$ cat src/hw/rtl/first_fit_offset_allocator_macros.svh
// Assertion macros used by the allocator RTL
`ifndef FIRST_FIT_OFFSET_ALLOCATOR_MACROS_SVH
`define FIRST_FIT_OFFSET_ALLOCATOR_MACROS_SVH

// Plain property, sampled on clk_i, off while rst_ni is low
`define FOFA_ASSERT(lbl, prop, msg) \
  lbl: assert property (@(posedge clk_i) disable iff (!rst_ni) (prop)) else $error(msg);

// Antecedent in one cycle, consequent in the next
`define FOFA_ASSERT_NEXT(lbl, ante, cons, msg) \
  lbl: assert property (@(posedge clk_i) disable iff (!rst_ni) (ante) |=> (cons)) \
    else $error(msg);

`endif

$ cat src/hw/rtl/fofa_ram.sv
// Generic one-write, one-read RAM with registered read data
module fofa_ram #(
  parameter int unsigned Width = 8,
  parameter int unsigned Depth = 4
) (
  input  logic                     clk_i,
  input  logic                     we_i,
  input  logic [$clog2(Depth)-1:0] waddr_i,
  input  logic [Width-1:0]         wdata_i,
  input  logic                     re_i,
  input  logic [$clog2(Depth)-1:0] raddr_i,
  output logic [Width-1:0]         rdata_o
);

  logic [Width-1:0] mem [Depth];

  always_ff @(posedge clk_i) begin
    if (we_i) begin
      mem[waddr_i] <= wdata_i;
    end
    if (re_i) begin
      rdata_o <= mem[raddr_i];
    end
  end

endmodule

$ cat config.mk
export PLATFORM = sky130hd
export DESIGN_NAME = fofa_ram
export DESIGN_NICKNAME = d
export VERILOG_FILES = /design/src/hw/rtl/first_fit_offset_allocator_macros.svh /design/src/hw/rtl/fofa_ram.sv
export SDC_FILE = /design/constraint.sdc
export NUM_CORES = 1
export LEC_CHECK = 0
export BUFFER_PORTS_ARGS = -buffer_cell sky130_fd_sc_hd__buf_4
export CORE_MARGIN = 2
export CORE_UTILIZATION = 50
export CTS_CLUSTER_SIZE = 8
export DETAILED_ROUTE_END_ITERATION = 8
export GPL_TIMING_DRIVEN = 0
export PLACE_DENSITY = 0.81
export SLEW_MARGIN = 10
export SYNTH_ARGS = -nofsm -noshare
export SYNTH_HDL_FRONTEND = slang
export SYNTH_SLANG_ARGS = --single-unit
export TNS_END_PERCENT = 30
$ cat constraint.sdc
create_clock -name clk_i -period 1.45 [get_ports clk_i]
set_input_delay 0.145 -clock clk_i [delete_from_list [all_inputs] [get_ports clk_i]]
set_output_delay 0.145 -clock clk_i [all_outputs]
set_load 0.005 [all_outputs]
* After elaboration in Yosys (flattened, before gate mapping) *
Memory sizes are Yosys's and may differ from the RTL's. A register that Yosys moved wholly into a read port is not among the register bits.
Cells that the tools add are included.

word-level totals
  bits in registers = 0
  memory bits (writable) = 32
  bits of input ports = 15
  memories kept = 1

operators by class
  multiplexer cells = 2

memories
  name  depth  width  rd ports  clocked after memory_dff  wr ports  line            source
  mem   4      8      1         1                         1         fofa_ram.sv:15  logic [Width-1:0] mem [Depth];

operator list
  operator           count
  1-bit two-way mux  2

* Depth between registers and ports, before layout *
  depth after elaboration = 2
  gate-level depth with buffers = 2

* Worst setup path before layout *
OpenSTA, ideal clock, no wires.

  path type = in2reg
  from = in waddr_i[0]
  to = mem mem[0][0], enable pin
  library setup time = 0.385 ns
  arrival time = 0.824 ns
  slack = 0.241 ns
  cell stages on the path = 1
  cell sequence = nor3b_1

RTL lines
  item         line            source
  from (decl)  fofa_ram.sv:8   input logic [$clog2(Depth)-1:0] waddr_i,
  to (decl)    fofa_ram.sv:15

Straight into the memory's write port.

* Worst setup path in the final report *
  from = mem mem[2][5]
  to = reg rdata_o[5], read port of mem (data pin)

RTL lines
  item       line            source
  to (decl)  fofa_ram.sv:12  output logic [Width-1:0] rdata_o

No word-level cell between the ends.

==> impl_metrics.yaml <==
timing:
  final.setup_skew_ps: 3.46
  finalCriticalPeriod_ps: 1100
  pins_over_their_slew_limit: 0
  finalSetupTns_ps: 0
  final.period_utilization_pct: 75.8
  hold_violations: 0
  slew_headroom_pct: 50.3
  max_freq_mhz: 910
  final-setup-viol-count: 0
  setup_repair_after_global_routing_missed_its_margin: "no"
  max_slew.worst_pin.slew_ps: 742
critical_path:
  critPathLaunchType: "register"
  crit_path_cell_trace: "mux4_2"
  ff2ff_path_depth: 1
  slowest_stage_cell_on_the_critical_path: "mux4_2"
  worst-endpoint-required_ps: 1520
  setup.worst_path.end: "rdata_o[5]$_DFFE_PP_"
  setup.worst_path.class: "register to register"
  crit_path_max_fanout: 1
  critical_path.startpoint: "mem[2][5]$_DFFE_PP_"
  timing.rr.start: "mem[2][5]$_DFFE_PP_"
  worstReg2RegEnd: "rdata_o[5]$_DFFE_PP_"
  cp-end-kind: "register"
  path_delay_family: "multiplexers"
  arrival_ps: 1170
  r2r_slack_ps: 350
  worstSetupPathDepth: 1
  cp_slowest_stage_delay_ps: 460
  path_buf_inv: 0
logic_synthesis:
  synth_warnings: 0
  synth_common_cells: "edfxtp_1, mux4_2, and3b_1"
  postSynthCellCount: 54
  yosysUniqueCellTypes: 7
  synth_enable_flop_cells: 40
  synthMostInstantiatedCell: "edfxtp_1"
  synth_top_area_share_pct: 84.1
  syn_nets: 69
  synth_seq_area_share_pct: 84.1
  ys_async_sr_fraction_pct: 0
  synth.avg_cell_area_um2: 26.5
  netlist_top_cells_area: "edfxtp_1, mux4_2, and3b_1, buf_6, nor3b_1"
  synth-main-ff-cell: "edfxtp_1"
  synthesis.area_um2: 1430
  flip_flop_and_latch_count_after_synthesis: 40
  netlist.top_cell.by_area: "edfxtp_1"
status:
  result_of_the_run: "finished clean"
clock_network:
  number_of_buffers_created_by_cts: 5
  cts_max_path_buffers: 2
  cts.reportedPaths.clkPinSlew_ps: 100
  cts_tree: "built"
  worstSkewPairLatency_ps: 320
  cts.htree.levels: 2
  post_cts.repair.setup_buffers: 0
  cts.sinks: 40
  cts.repair.resized: 0
  clock_tree.root_cell: "clkbuf_4"
floorplan:
  fp.dieArea_um2: 3300
  num_rows: 19
  start_util_pct: 52.3
  chipWidth_um: 57.5
  total_core_area_um2: 2730
  floorplan.die.height_um: 57.5
  design.portCount: 23
global_routing:
  first_global_vias: 657
  largest_net_degree_at_the_start_of_global_routing: 12
  grt_pass1_wl_um: 3150
  gr-total-overflow: 0
  initial_antenna_violation_count: 0
  grt_overall_usage_pct: 13.9
power_and_ir_drop:
  cellPowerDensity_nw_per_um2: 1160
  p_leak_nw: 0.597
  ir_worst_vdd_mv: 0.816
finish:
  finalNetCount: 100
  drive_above_1_share_pct: 43.5
  diodes: 0
  flow.area_growth_from_synthesis_pct: 19.6
  fin_area_um2: 1710
job:
  max_cap_violations: 0
drt:
  dr.first_iter.drc_count: 7
  postRouteWirelength_um: 1990
  wl_per_cell_um: 17.1
  detail_route.first_pass.iterations: 4
  detailroute.via_count: 629
  drc: 0
  routed_via_density: 5.42
  ant_nets: 0
placement:
  dpl-instance-area_um2: 1620
  numPortBuffers: 20
  routabilityCongestion: 0.695
min_path:
  hold_path.class: "input port to register"
-- timing repair --
action                                  4_1_cts  5_1_grt
endpoints found under the setup margin        0        0
endpoints found under the hold margin         0       14
hold buffers                                  0        4
-- cell type report --
cell class                      instances  area, um2
Fill cell                             193       1020
Clock buffer                            6       41.3
Clock inverter                          1       5.00
Timing Repair Buffer                   24        190
Buffer                                  2       16.3
Tap cell                               31       38.8
Sequential cell                        40       1200
Multi-Input combinational cell         12        216
-- kinds of logic after synthesis --
kind of cell / after synthesis / share of synthesized area, %
buf+inv: 2 / 1.14
flops: 40 / 84.1
mux: 8 / 12.6
simple gates: 4 / 2.19
-- layer usage --
metal	track usage, %	vias up	part of all wire [%]
li1	-	291	-
met1	16.6	311	39
met2	22.6	22	54
met3	4.31	5	5.5
met4	7.97	0	1.9
met5	0	-	0
-- state kept, by name, indices dropped and copies added, names as in the netlist --
signal   count
mem         32
rdata_o      8
-- stage by stage --
stage	cells	total power [mW]	hold WS (ps)	setup slack, ps	util [%]
2_1_floorplan	54	1.44	244	241	-
3_3_place_gp	105	1.52	343	-304	59.2
3_5_place_dp	105	1.52	349	142	59.4
4_1_cts	112	2.00	2.25	341	61.1
5_1_grt	116	2.07	2.21	313	62.5
6_report	116	1.98	19.4	351	62.5
-- worst min-delay path by stage --
stage | from | to | slack (ps) | depth (start not counted)
after global routing | wdata_i[1] | mem[1][1]$_DFFE_PP_ | 2 | 1
after CTS | wdata_i[6] | mem[3][6]$_DFFE_PP_ | 2 | 1
final | wdata_i[1] | mem[2][1]$_DFFE_PP_ | 20 | 1
after global placement | wdata_i[1] | mem[0][1]$_DFFE_PP_ | 340 | 1
after floorplan | wdata_i[0] | mem[0][0]$_DFFE_PP_ | 240 | 0
after detailed placement | wdata_i[3] | mem[0][3]$_DFFE_PP_ | 350 | 1
-- power breakdown --
group          internal (mW)  total [mW]  switching [mW]
Clock                  0.179       0.480           0.301
Combinational         0.0865       0.146          0.0595
Sequential              1.34        1.36          0.0138
-- layout by cell type, fill, tap and decap left out, drive strengths merged --
cell type	Yosys	layout
mux4	8	8
nor3b	1	1
and3	1	1
buf	1	21
and3b	2	2
clkbuf	1	7
dlygate4sd3	0	4
clkinv	0	1
edfxtp	40	40
(Power assumes the default switching activity.)
