## src/hw/rtl/first_fit_offset_allocator_macros.svh

```systemverilog
// Assertion macros used by the allocator RTL
`ifndef FIRST_FIT_OFFSET_ALLOCATOR_MACROS_SVH
`define FIRST_FIT_OFFSET_ALLOCATOR_MACROS_SVH

// Plain property, sampled on clk_i, off while rst_ni is low
`define FOFA_ASSERT(lbl, prop, msg) \
  lbl: assert property (@(posedge clk_i) disable iff (!rst_ni) (prop)) else $error(msg);

// Antecedent in one cycle, consequent in the next
`define FOFA_ASSERT_NEXT(lbl, ante, cons, msg) \
  lbl: assert property (@(posedge clk_i) disable iff (!rst_ni) (ante) |=> (cons)) \
    else $error(msg);

`endif

```

## src/hw/rtl/fofa_pkg.sv

```systemverilog
// Types, codes and helpers of the first-fit offset allocator
package fofa_pkg;

  localparam int unsigned AddrBits = 40;
  localparam int unsigned IdSlots  = 256;
  localparam int unsigned IdBits   = 8;
  // working width: holds any size (up to 2^32) and any rounded offset
  localparam int unsigned WorkBits = ((AddrBits > 33) ? AddrBits : 33) + 1;
  localparam int unsigned EntBits  = 2 * AddrBits;

  typedef logic [AddrBits-1:0] addr_t;
  typedef logic [WorkBits-1:0] work_t;
  typedef logic [EntBits-1:0]  entry_t;

  localparam work_t ArenaLimit = work_t'((64'd1 << AddrBits) - 64'd1);

  typedef enum logic {
    CMD_ALLOC = 1'b0,
    CMD_FREE  = 1'b1
  } cmd_e;

  typedef enum logic [2:0] {
    ST_OK        = 3'd0,
    ST_ZERO_SIZE = 3'd1,
    ST_BAD_ID    = 3'd2,
    ST_FREE_FULL = 3'd3,
    ST_ID_FULL   = 3'd4,
    ST_OVERFLOW  = 3'd5
  } status_e;

  typedef struct packed {
    logic        cmd;
    logic [31:0] request_bytes;
    logic [4:0]  align_log2;
    logic [7:0]  free_id;
  } in_t;

  typedef struct packed {
    logic [39:0] offset;
    logic [7:0]  given_id;
    logic [39:0] arena_bytes;
    logic [2:0]  status;
  } out_t;

  // round x up to the alignment whose low-bit mask is m
  function automatic work_t round_up(work_t x, work_t m);
    return (x + m) & ~m;
  endfunction

endpackage

```

## src/hw/rtl/fofa_sizer.sv

```systemverilog
// Alignment mask and rounded size of an allocation request
module fofa_sizer (
  input  logic [31:0]     bytes_i,
  input  logic [4:0]      align_log2_i,
  output fofa_pkg::work_t mask_o,
  output fofa_pkg::work_t size_o
);
  import fofa_pkg::*;

  work_t base_mask;
  work_t req_mask;

  // large requests align to 64 KiB, the rest to 128 bytes
  assign base_mask = (bytes_i > 32'd32768) ? work_t'(17'h0FFFF) : work_t'(8'h7F);
  assign req_mask  = (work_t'(1) << align_log2_i) - work_t'(1);
  assign mask_o    = base_mask | req_mask;
  assign size_o    = round_up(work_t'(bytes_i), mask_o);

endmodule

```

## config.mk

```make
export PLATFORM = sky130hd
export DESIGN_NAME = fofa_sizer
export DESIGN_NICKNAME = d
export VERILOG_FILES = /design/src/hw/rtl/first_fit_offset_allocator_macros.svh /design/src/hw/rtl/fofa_pkg.sv /design/src/hw/rtl/fofa_sizer.sv
export SDC_FILE = /design/constraint.sdc
export NUM_CORES = 1
export LEC_CHECK = 0
export BUFFER_PORTS_ARGS = -buffer_cell sky130_fd_sc_hd__buf_2
export CELL_PAD_IN_SITES_DETAIL_PLACEMENT = 0
export CELL_PAD_IN_SITES_GLOBAL_PLACEMENT = 1
export CORE_ASPECT_RATIO = 0.8
export CORE_UTILIZATION = 31
export DETAILED_ROUTE_END_ITERATION = 16
export GPL_ROUTABILITY_DRIVEN = 0
export PLACE_DENSITY_LB_ADDON = 0.1
export SETUP_SLACK_MARGIN = 0.2
export SLEW_MARGIN = 30
export SYNTH_ARGS = -nofsm -noshare
export SYNTH_HDL_FRONTEND = slang
export SYNTH_SLANG_ARGS = --single-unit
```

## constraint.sdc

```tcl
create_clock -name vclk -period 4.2
set_clock_uncertainty 0.05 [all_clocks]
set_input_delay 0 -clock vclk [all_inputs]
set_output_delay 0 -clock vclk [all_outputs]
set_load 0.005 [all_outputs]
```

After elaboration in Yosys (flattened, before gate mapping)

Index checks and enable logic that the tools add are counted.

Register bits after elaboration: 0
Bits of input ports: 37
Output and inout bits: 82

Add/subtract/negate cells: 2
Order comparisons: 1
Shift-type cells: 1
Multiplexer cells: 1
Bitwise gates (word level): 3

Operator list:

| operator                                                                           | number |
|---|---|
| 32-bit by 41-bit adder with 41-bit output                                          | 1 |
| 41-bit bitwise AND                                                                 | 1 |
| 41-bit NOT                                                                         | 1 |
| 16-bit by 41-bit bitwise OR with 41-bit output                                     | 1 |
| 1-bit by 5-bit left shift with 41-bit output (first input constant)                | 1 |
| 41-bit by 1-bit subtractor with 41-bit output (second input constant)              | 1 |
| 32-bit by 16-bit greater-than comparator with 1-bit output (second input constant) | 1 |
| 16-bit two-way mux                                                                 | 1 |

Depth between registers and ports, before layout

Depth in word-level cells: 5
Mapped depth: 15
Mapped depth without buffers: 13

Least setup slack after synthesis

OpenSTA, ideal clock, no wires.

Kind: input to output
Start point: input align_log2_i[4]
End point: output size_o[29]
Data arrival time: 3063 ps
Data required time: 4150 ps
Path slack: 1087 ps
Stages: 15
Cell sequence: buf_6 -> nor4_2 -> nand4_1 -> or4_4 -> a21oi_4 -> o21ai_0 -> ha_1 -> buf_2 -> nand2_1 -> o21ai_0 -> nand2_1 -> a31oi_1 -> nor3_2 -> o41ai_2 -> mux2_2

Longest elaborated chain between the ends: 5
Elaborated cells between the ends (all ways): 6
Classes of those cells: add/sub (2); shift (1); bitwise (3)

RTL lines:

| element                                        | line             | text |
|---|---|---|
| start: declaration                             | fofa_sizer.sv:4  | `input logic [4:0] align_log2_i,` |
| 1-bit by 5-bit left shift with 41-bit output   | fofa_sizer.sv:15 | `assign req_mask = (work_t'(1) << align_log2_i) - work_t'(1);` |
| 41-bit by 1-bit subtractor with 41-bit output  | fofa_sizer.sv:15 |  |
| 16-bit by 41-bit bitwise OR with 41-bit output | fofa_sizer.sv:16 | `assign mask_o = base_mask \| req_mask;` |
| via mask_o[14]                                 | fofa_sizer.sv:5  | `output fofa_pkg::work_t mask_o,` |
| 32-bit by 41-bit adder with 41-bit output      | fofa_pkg.sv:47   | `return (x + m) & ~m;` |
| 41-bit bitwise AND                             | fofa_pkg.sv:47   |  |
| end: declaration                               | fofa_sizer.sv:6  | `output fofa_pkg::work_t size_o` |

The timed path passes the listed nets, and every way through them passes these cells.

Worst setup path in the final report

Start point: input align_log2_i[4]
End point: output size_o[29]

Longest elaborated chain between the ends: 5
Elaborated cells between the ends (all ways): 6
Classes of those cells: add/sub (2); shift (1); bitwise (3)

RTL lines:

| element                                                                        | line |
|---|---|
| 1-bit by 5-bit left shift with 41-bit output *                                 | fofa_sizer.sv:15 |
| 41-bit by 1-bit subtractor with 41-bit output *                                | fofa_sizer.sv:15 |
| 16-bit by 41-bit bitwise OR with 41-bit output *                               | fofa_sizer.sv:16 |
| 32-bit by 41-bit adder with 41-bit output / 41-bit NOT (equally long branches) | fofa_pkg.sv:47 |
| 41-bit bitwise AND *                                                           | fofa_pkg.sv:47 |

Mark *: on every way between the ends. The rest lies on a longest branch, timed or not.

==> flow_summary.html <==
<table>
<tr><th>Metric</th><th>Value</th></tr>
<tr><th colspan="2">Timing</th></tr>
<tr><td>Hold violation count in the final report</td><td>0</td></tr>
<tr><td>RSZ-0062 raised after global routing</td><td>no</td></tr>
<tr><td>Worst hold slack</td><td>0.372 ns</td></tr>
<tr><td>Sum of negative setup slack</td><td>0 ns</td></tr>
<tr><td>Worst setup slack after layout</td><td>0.510 ns</td></tr>
<tr><td>Count of final setup violators</td><td>0</td></tr>
<tr><td>Share of the cycle needed by the critical path after routing</td><td>87.9%</td></tr>
<tr><td>Max-slew violation count</td><td>0</td></tr>
<tr><td>Clock period minus worst slack</td><td>3.69 ns</td></tr>
<tr><td>Maximum clock frequency</td><td>0.271 GHz</td></tr>
<tr><th colspan="2">Clocking</th></tr>
<tr><td>Setup fix buffers added after clock tree synthesis</td><td>0</td></tr>
<tr><td>Hold bufs inserted after CTS</td><td>0</td></tr>
<tr><td>CTS-repair resized insts</td><td>0</td></tr>
<tr><th colspan="2">Critical path</th></tr>
<tr><td>Chain of cells forming the critical path</td><td>buf_2, nor4_2, nand4_1, or4_4, a21oi_4, o21ai_0, ha_1, nand2_1, o21ai_0, nand2_1, a31oi_2, nor3_2, o41ai_2, mux2_2, buf_2</td></tr>
<tr><td>CP Launch Type</td><td>primary input</td></tr>
<tr><td>Data required, critical path</td><td>4.15 ns</td></tr>
<tr><td>Cell with the largest stage delay on the worst path</td><td>sky130_fd_sc_hd__ha_1</td></tr>
<tr><td>CP Data Arrival Time</td><td>3.64 ns</td></tr>
<tr><td>Highest net fanout along the worst path</td><td>10</td></tr>
<tr><td>Max stage delay on crit path</td><td>0.48 ns</td></tr>
<tr><td>CP endpoint kind</td><td>output pin</td></tr>
<tr><td>Critical Setup Path Class</td><td>in -&gt; out</td></tr>
<tr><th colspan="2">Synthesis</th></tr>
<tr><td>Post-synthesis cell type count</td><td>53</td></tr>
<tr><td>Synthesized-area fraction occupied by adder cells</td><td>18.5%</td></tr>
<tr><td>Compound-gate portion of the synthesized area</td><td>28.6%</td></tr>
<tr><td>Fraction of synthesized cell area in xor and xnor cells</td><td>6.27%</td></tr>
<tr><td>Post-synthesis average cell area</td><td>6.61 um^2</td></tr>
<tr><td>Yosys Warn Count</td><td>0</td></tr>
<tr><td>Multiplexer share of the synthesized area</td><td>2.03%</td></tr>
<tr><td>Synth top area share</td><td>18.5%</td></tr>
<tr><td>Largest cells by area after synthesis</td><td>sky130_fd_sc_hd__ha_1, sky130_fd_sc_hd__buf_4, sky130_fd_sc_hd__a21oi_1</td></tr>
<tr><td>Register area share after synthesis</td><td>0%</td></tr>
<tr><td>Library cell with the largest summed area after synthesis</td><td>sky130_fd_sc_hd__ha_1</td></tr>
<tr><td>Dominant combinational cell family by area after synthesis</td><td>simple AND/OR/NAND/NOR gates</td></tr>
<tr><td>Cells after synthesis</td><td>317</td></tr>
<tr><td>Share of synthesized cell area in and, or, nand and nor gates</td><td>29.6%</td></tr>
<tr><td>Post-synthesis instance area</td><td>2090 um^2</td></tr>
<tr><th colspan="2">Job</th></tr>
<tr><td>Number of max-capacitance violations reported</td><td>0</td></tr>
<tr><th colspan="2">Route</th></tr>
<tr><td>Total Routed Length</td><td>7.03 mm</td></tr>
<tr><td>Average wire per standard cell</td><td>14.6 um</td></tr>
<tr><td>Drc violations</td><td>0</td></tr>
<tr><td>Via-to-Cell Ratio</td><td>5.10</td></tr>
<tr><td>Via Count</td><td>2460</td></tr>
<tr><td>Final ANT Viol Nets</td><td>0</td></tr>
<tr><td>DRT iter0 DRCs</td><td>116</td></tr>
<tr><td>Total iterations of the first detailed-routing run</td><td>4</td></tr>
<tr><th colspan="2">Placed design</th></tr>
<tr><td>Placed wire-length estimate after detailed placement</td><td>6.05 mm</td></tr>
<tr><td>Port Buf Inserts</td><td>87</td></tr>
<tr><td>Minimum setup slack after placement</td><td>0.356 ns</td></tr>
<tr><td>Cell total after placement</td><td>482</td></tr>
<tr><th colspan="2">Run status</th></tr>
<tr><td>Status</td><td>finished clean</td></tr>
<tr><th colspan="2">Finish</th></tr>
<tr><td>Final cell count without fillers</td><td>482</td></tr>
<tr><td>Sequential cell count of the final layout</td><td>0</td></tr>
<tr><td>CLK BUF</td><td>0</td></tr>
<tr><td>Area Growth Syn to Fin</td><td>19.8%</td></tr>
<tr><td>Most frequent standard cell in the layout excluding fill and tap cells</td><td>sky130_fd_sc_hd__buf_2</td></tr>
<tr><td>Diodes inserted</td><td>0</td></tr>
<tr><td>Most used cells in the layout excluding fill and tap cells</td><td>sky130_fd_sc_hd__buf_2, sky130_fd_sc_hd__nand2_1, sky130_fd_sc_hd__nor2_1</td></tr>
<tr><td>Final-layout fill cell count</td><td>748</td></tr>
<tr><td>Share of cells above drive strength 1</td><td>26.4%</td></tr>
<tr><td>Area taken by flip-flops and latches</td><td>0 um^2</td></tr>
<tr><td>Number of nets at the end of the flow</td><td>468</td></tr>
<tr><td>Multi-input combinational cell area</td><td>1930 um^2</td></tr>
<tr><th colspan="2">Global route</th></tr>
<tr><td>Total overflow reported by the global router</td><td>0</td></tr>
<tr><td>Pin count of the biggest net entering global routing</td><td>16</td></tr>
<tr><td>Initial antenna violation count</td><td>0</td></tr>
<tr><td>First-pass GRT wire length</td><td>10.7 mm</td></tr>
<tr><td>Vias in the first global route</td><td>2118</td></tr>
<tr><td>Total routing usage reported by global routing</td><td>19.0%</td></tr>
<tr><th colspan="2">Pwr</th></tr>
<tr><td>Power density of the placed cells</td><td>121 nW/um^2</td></tr>
<tr><td>Cell internal pwr</td><td>124 uW</td></tr>
<tr><td>Share of total power in combinational logic</td><td>100.0%</td></tr>
<tr><td>Sequential fraction of design power</td><td>0%</td></tr>
<tr><td>Clock network fraction of design power</td><td>0%</td></tr>
<tr><td>Psw</td><td>179 uW</td></tr>
<tr><td>Static leakage</td><td>1.26 nW</td></tr>
<tr><td>Proportion of total power due to net switching</td><td>59.0%</td></tr>
<tr><td>Maximum ir drop on the vdd rail</td><td>0.0536 mV</td></tr>
<tr><th colspan="2">Die</th></tr>
<tr><td>Core box area</td><td>6440 um^2</td></tr>
<tr><td>Num ports</td><td>119</td></tr>
<tr><td>Number of core rows</td><td>26</td></tr>
<tr><td>Starting Density</td><td>32.5%</td></tr>
<tr><td>Overall die height</td><td>75.5 um</td></tr>
<tr><td>Width of the chip</td><td>93.9 um</td></tr>
<tr><td>Die Footprint</td><td>7090 um^2</td></tr>
<tr><th colspan="2">Worst hold path</th></tr>
<tr><td>Kind of path behind the tightest hold check</td><td>in -&gt; out</td></tr>
</table>
-- metrics by stage --
stage          area, um^2  util, %  power [mW]
6_report             2510     38.9       0.303
5_1_grt              2510     38.9       0.339
4_1_cts              2490     38.6       0.298
3_5_place_dp         2490     38.6       0.296
3_3_place_gp         2490     38.6       0.300
2_1_floorplan        2210        -       0.215
-- power groups by stage --
stage	sequential [mW]	clock (mW)	combinational, mW
floorplan	0	0	0.215
global placement	0	0	0.300
detailed placement	0	0	0.296
CTS	0	0	0.298
global route	0	0	0.339
finish	0	0	0.303
-- cell usage after synthesis, drive strengths merged --
library cell  number
or4                1
xnor2              6
nor3              10
mux2               2
buf               34
o31ai              3
nor2b              7
o41ai              1
o22a               1
o21a               8
nand2             37
xor2               9
and2               2
nor4               7
o31a               1
clkbuf             4
mux2i              2
nand3              7
o21ai             20
a211oi             3
inv                9
conb               2
a41oi              1
a221oi             1
and4               2
nor2              36
a21oi             35
o211a              1
o22ai              1
a21boi             1
nand2b             4
nand4              9
and3               1
or3                1
a21o               5
o21ba              1
a31o               1
a31oi              3
a41o               1
nor3b              1
o211ai             2
ha                31
o21bai             3
-- final cells by class --
class                      instances  share of cell area [%]
inverter                           9                    1.35
multi-input combinational        301                    76.8
tap                               84                    4.19
timing repair buffer              88                    17.7
-- worst paths after layout --
path | startpoint | to | cells past startpoint
worst max-delay path | align_log2_i[4] | size_o[29] | 15
worst min-delay path | bytes_i[15] | mask_o[15] | 4
-- logic make-up (layout without fill, tap and decap cells) --
family | after synthesis | count (layout)
AND/OR/NAND/NOR | 125 | 125
AO/OA/AOI/OAI | 93 | 93
buffers and inverters | 47 | 97
adder cells (fa/ha/maj) | 31 | 31
XOR/XNOR | 15 | 15
multiplexers | 4 | 4
other | 2 | 33
-- layer usage --
layer	vias to the layer above	part of all wire [%]	track usage (%)
li1	1249	-	-
met1	1098	51	30.7
met2	113	41	29.1
met3	0	7.9	0.699
met4	0	0	0
met5	-	0	0
-- critical path: cells and delay by family --
family / cells / cell delay (ns)
AOI/OAI and AO/OA: 5 / 1.27
adders and majority gates: 1 / 0.48
buffers and inverters: 2 / 0.30
muxes: 1 / 0.37
and+or+nand+nor: 6 / 1.22
No activity file was read; power rests on OpenSTA's default activity.
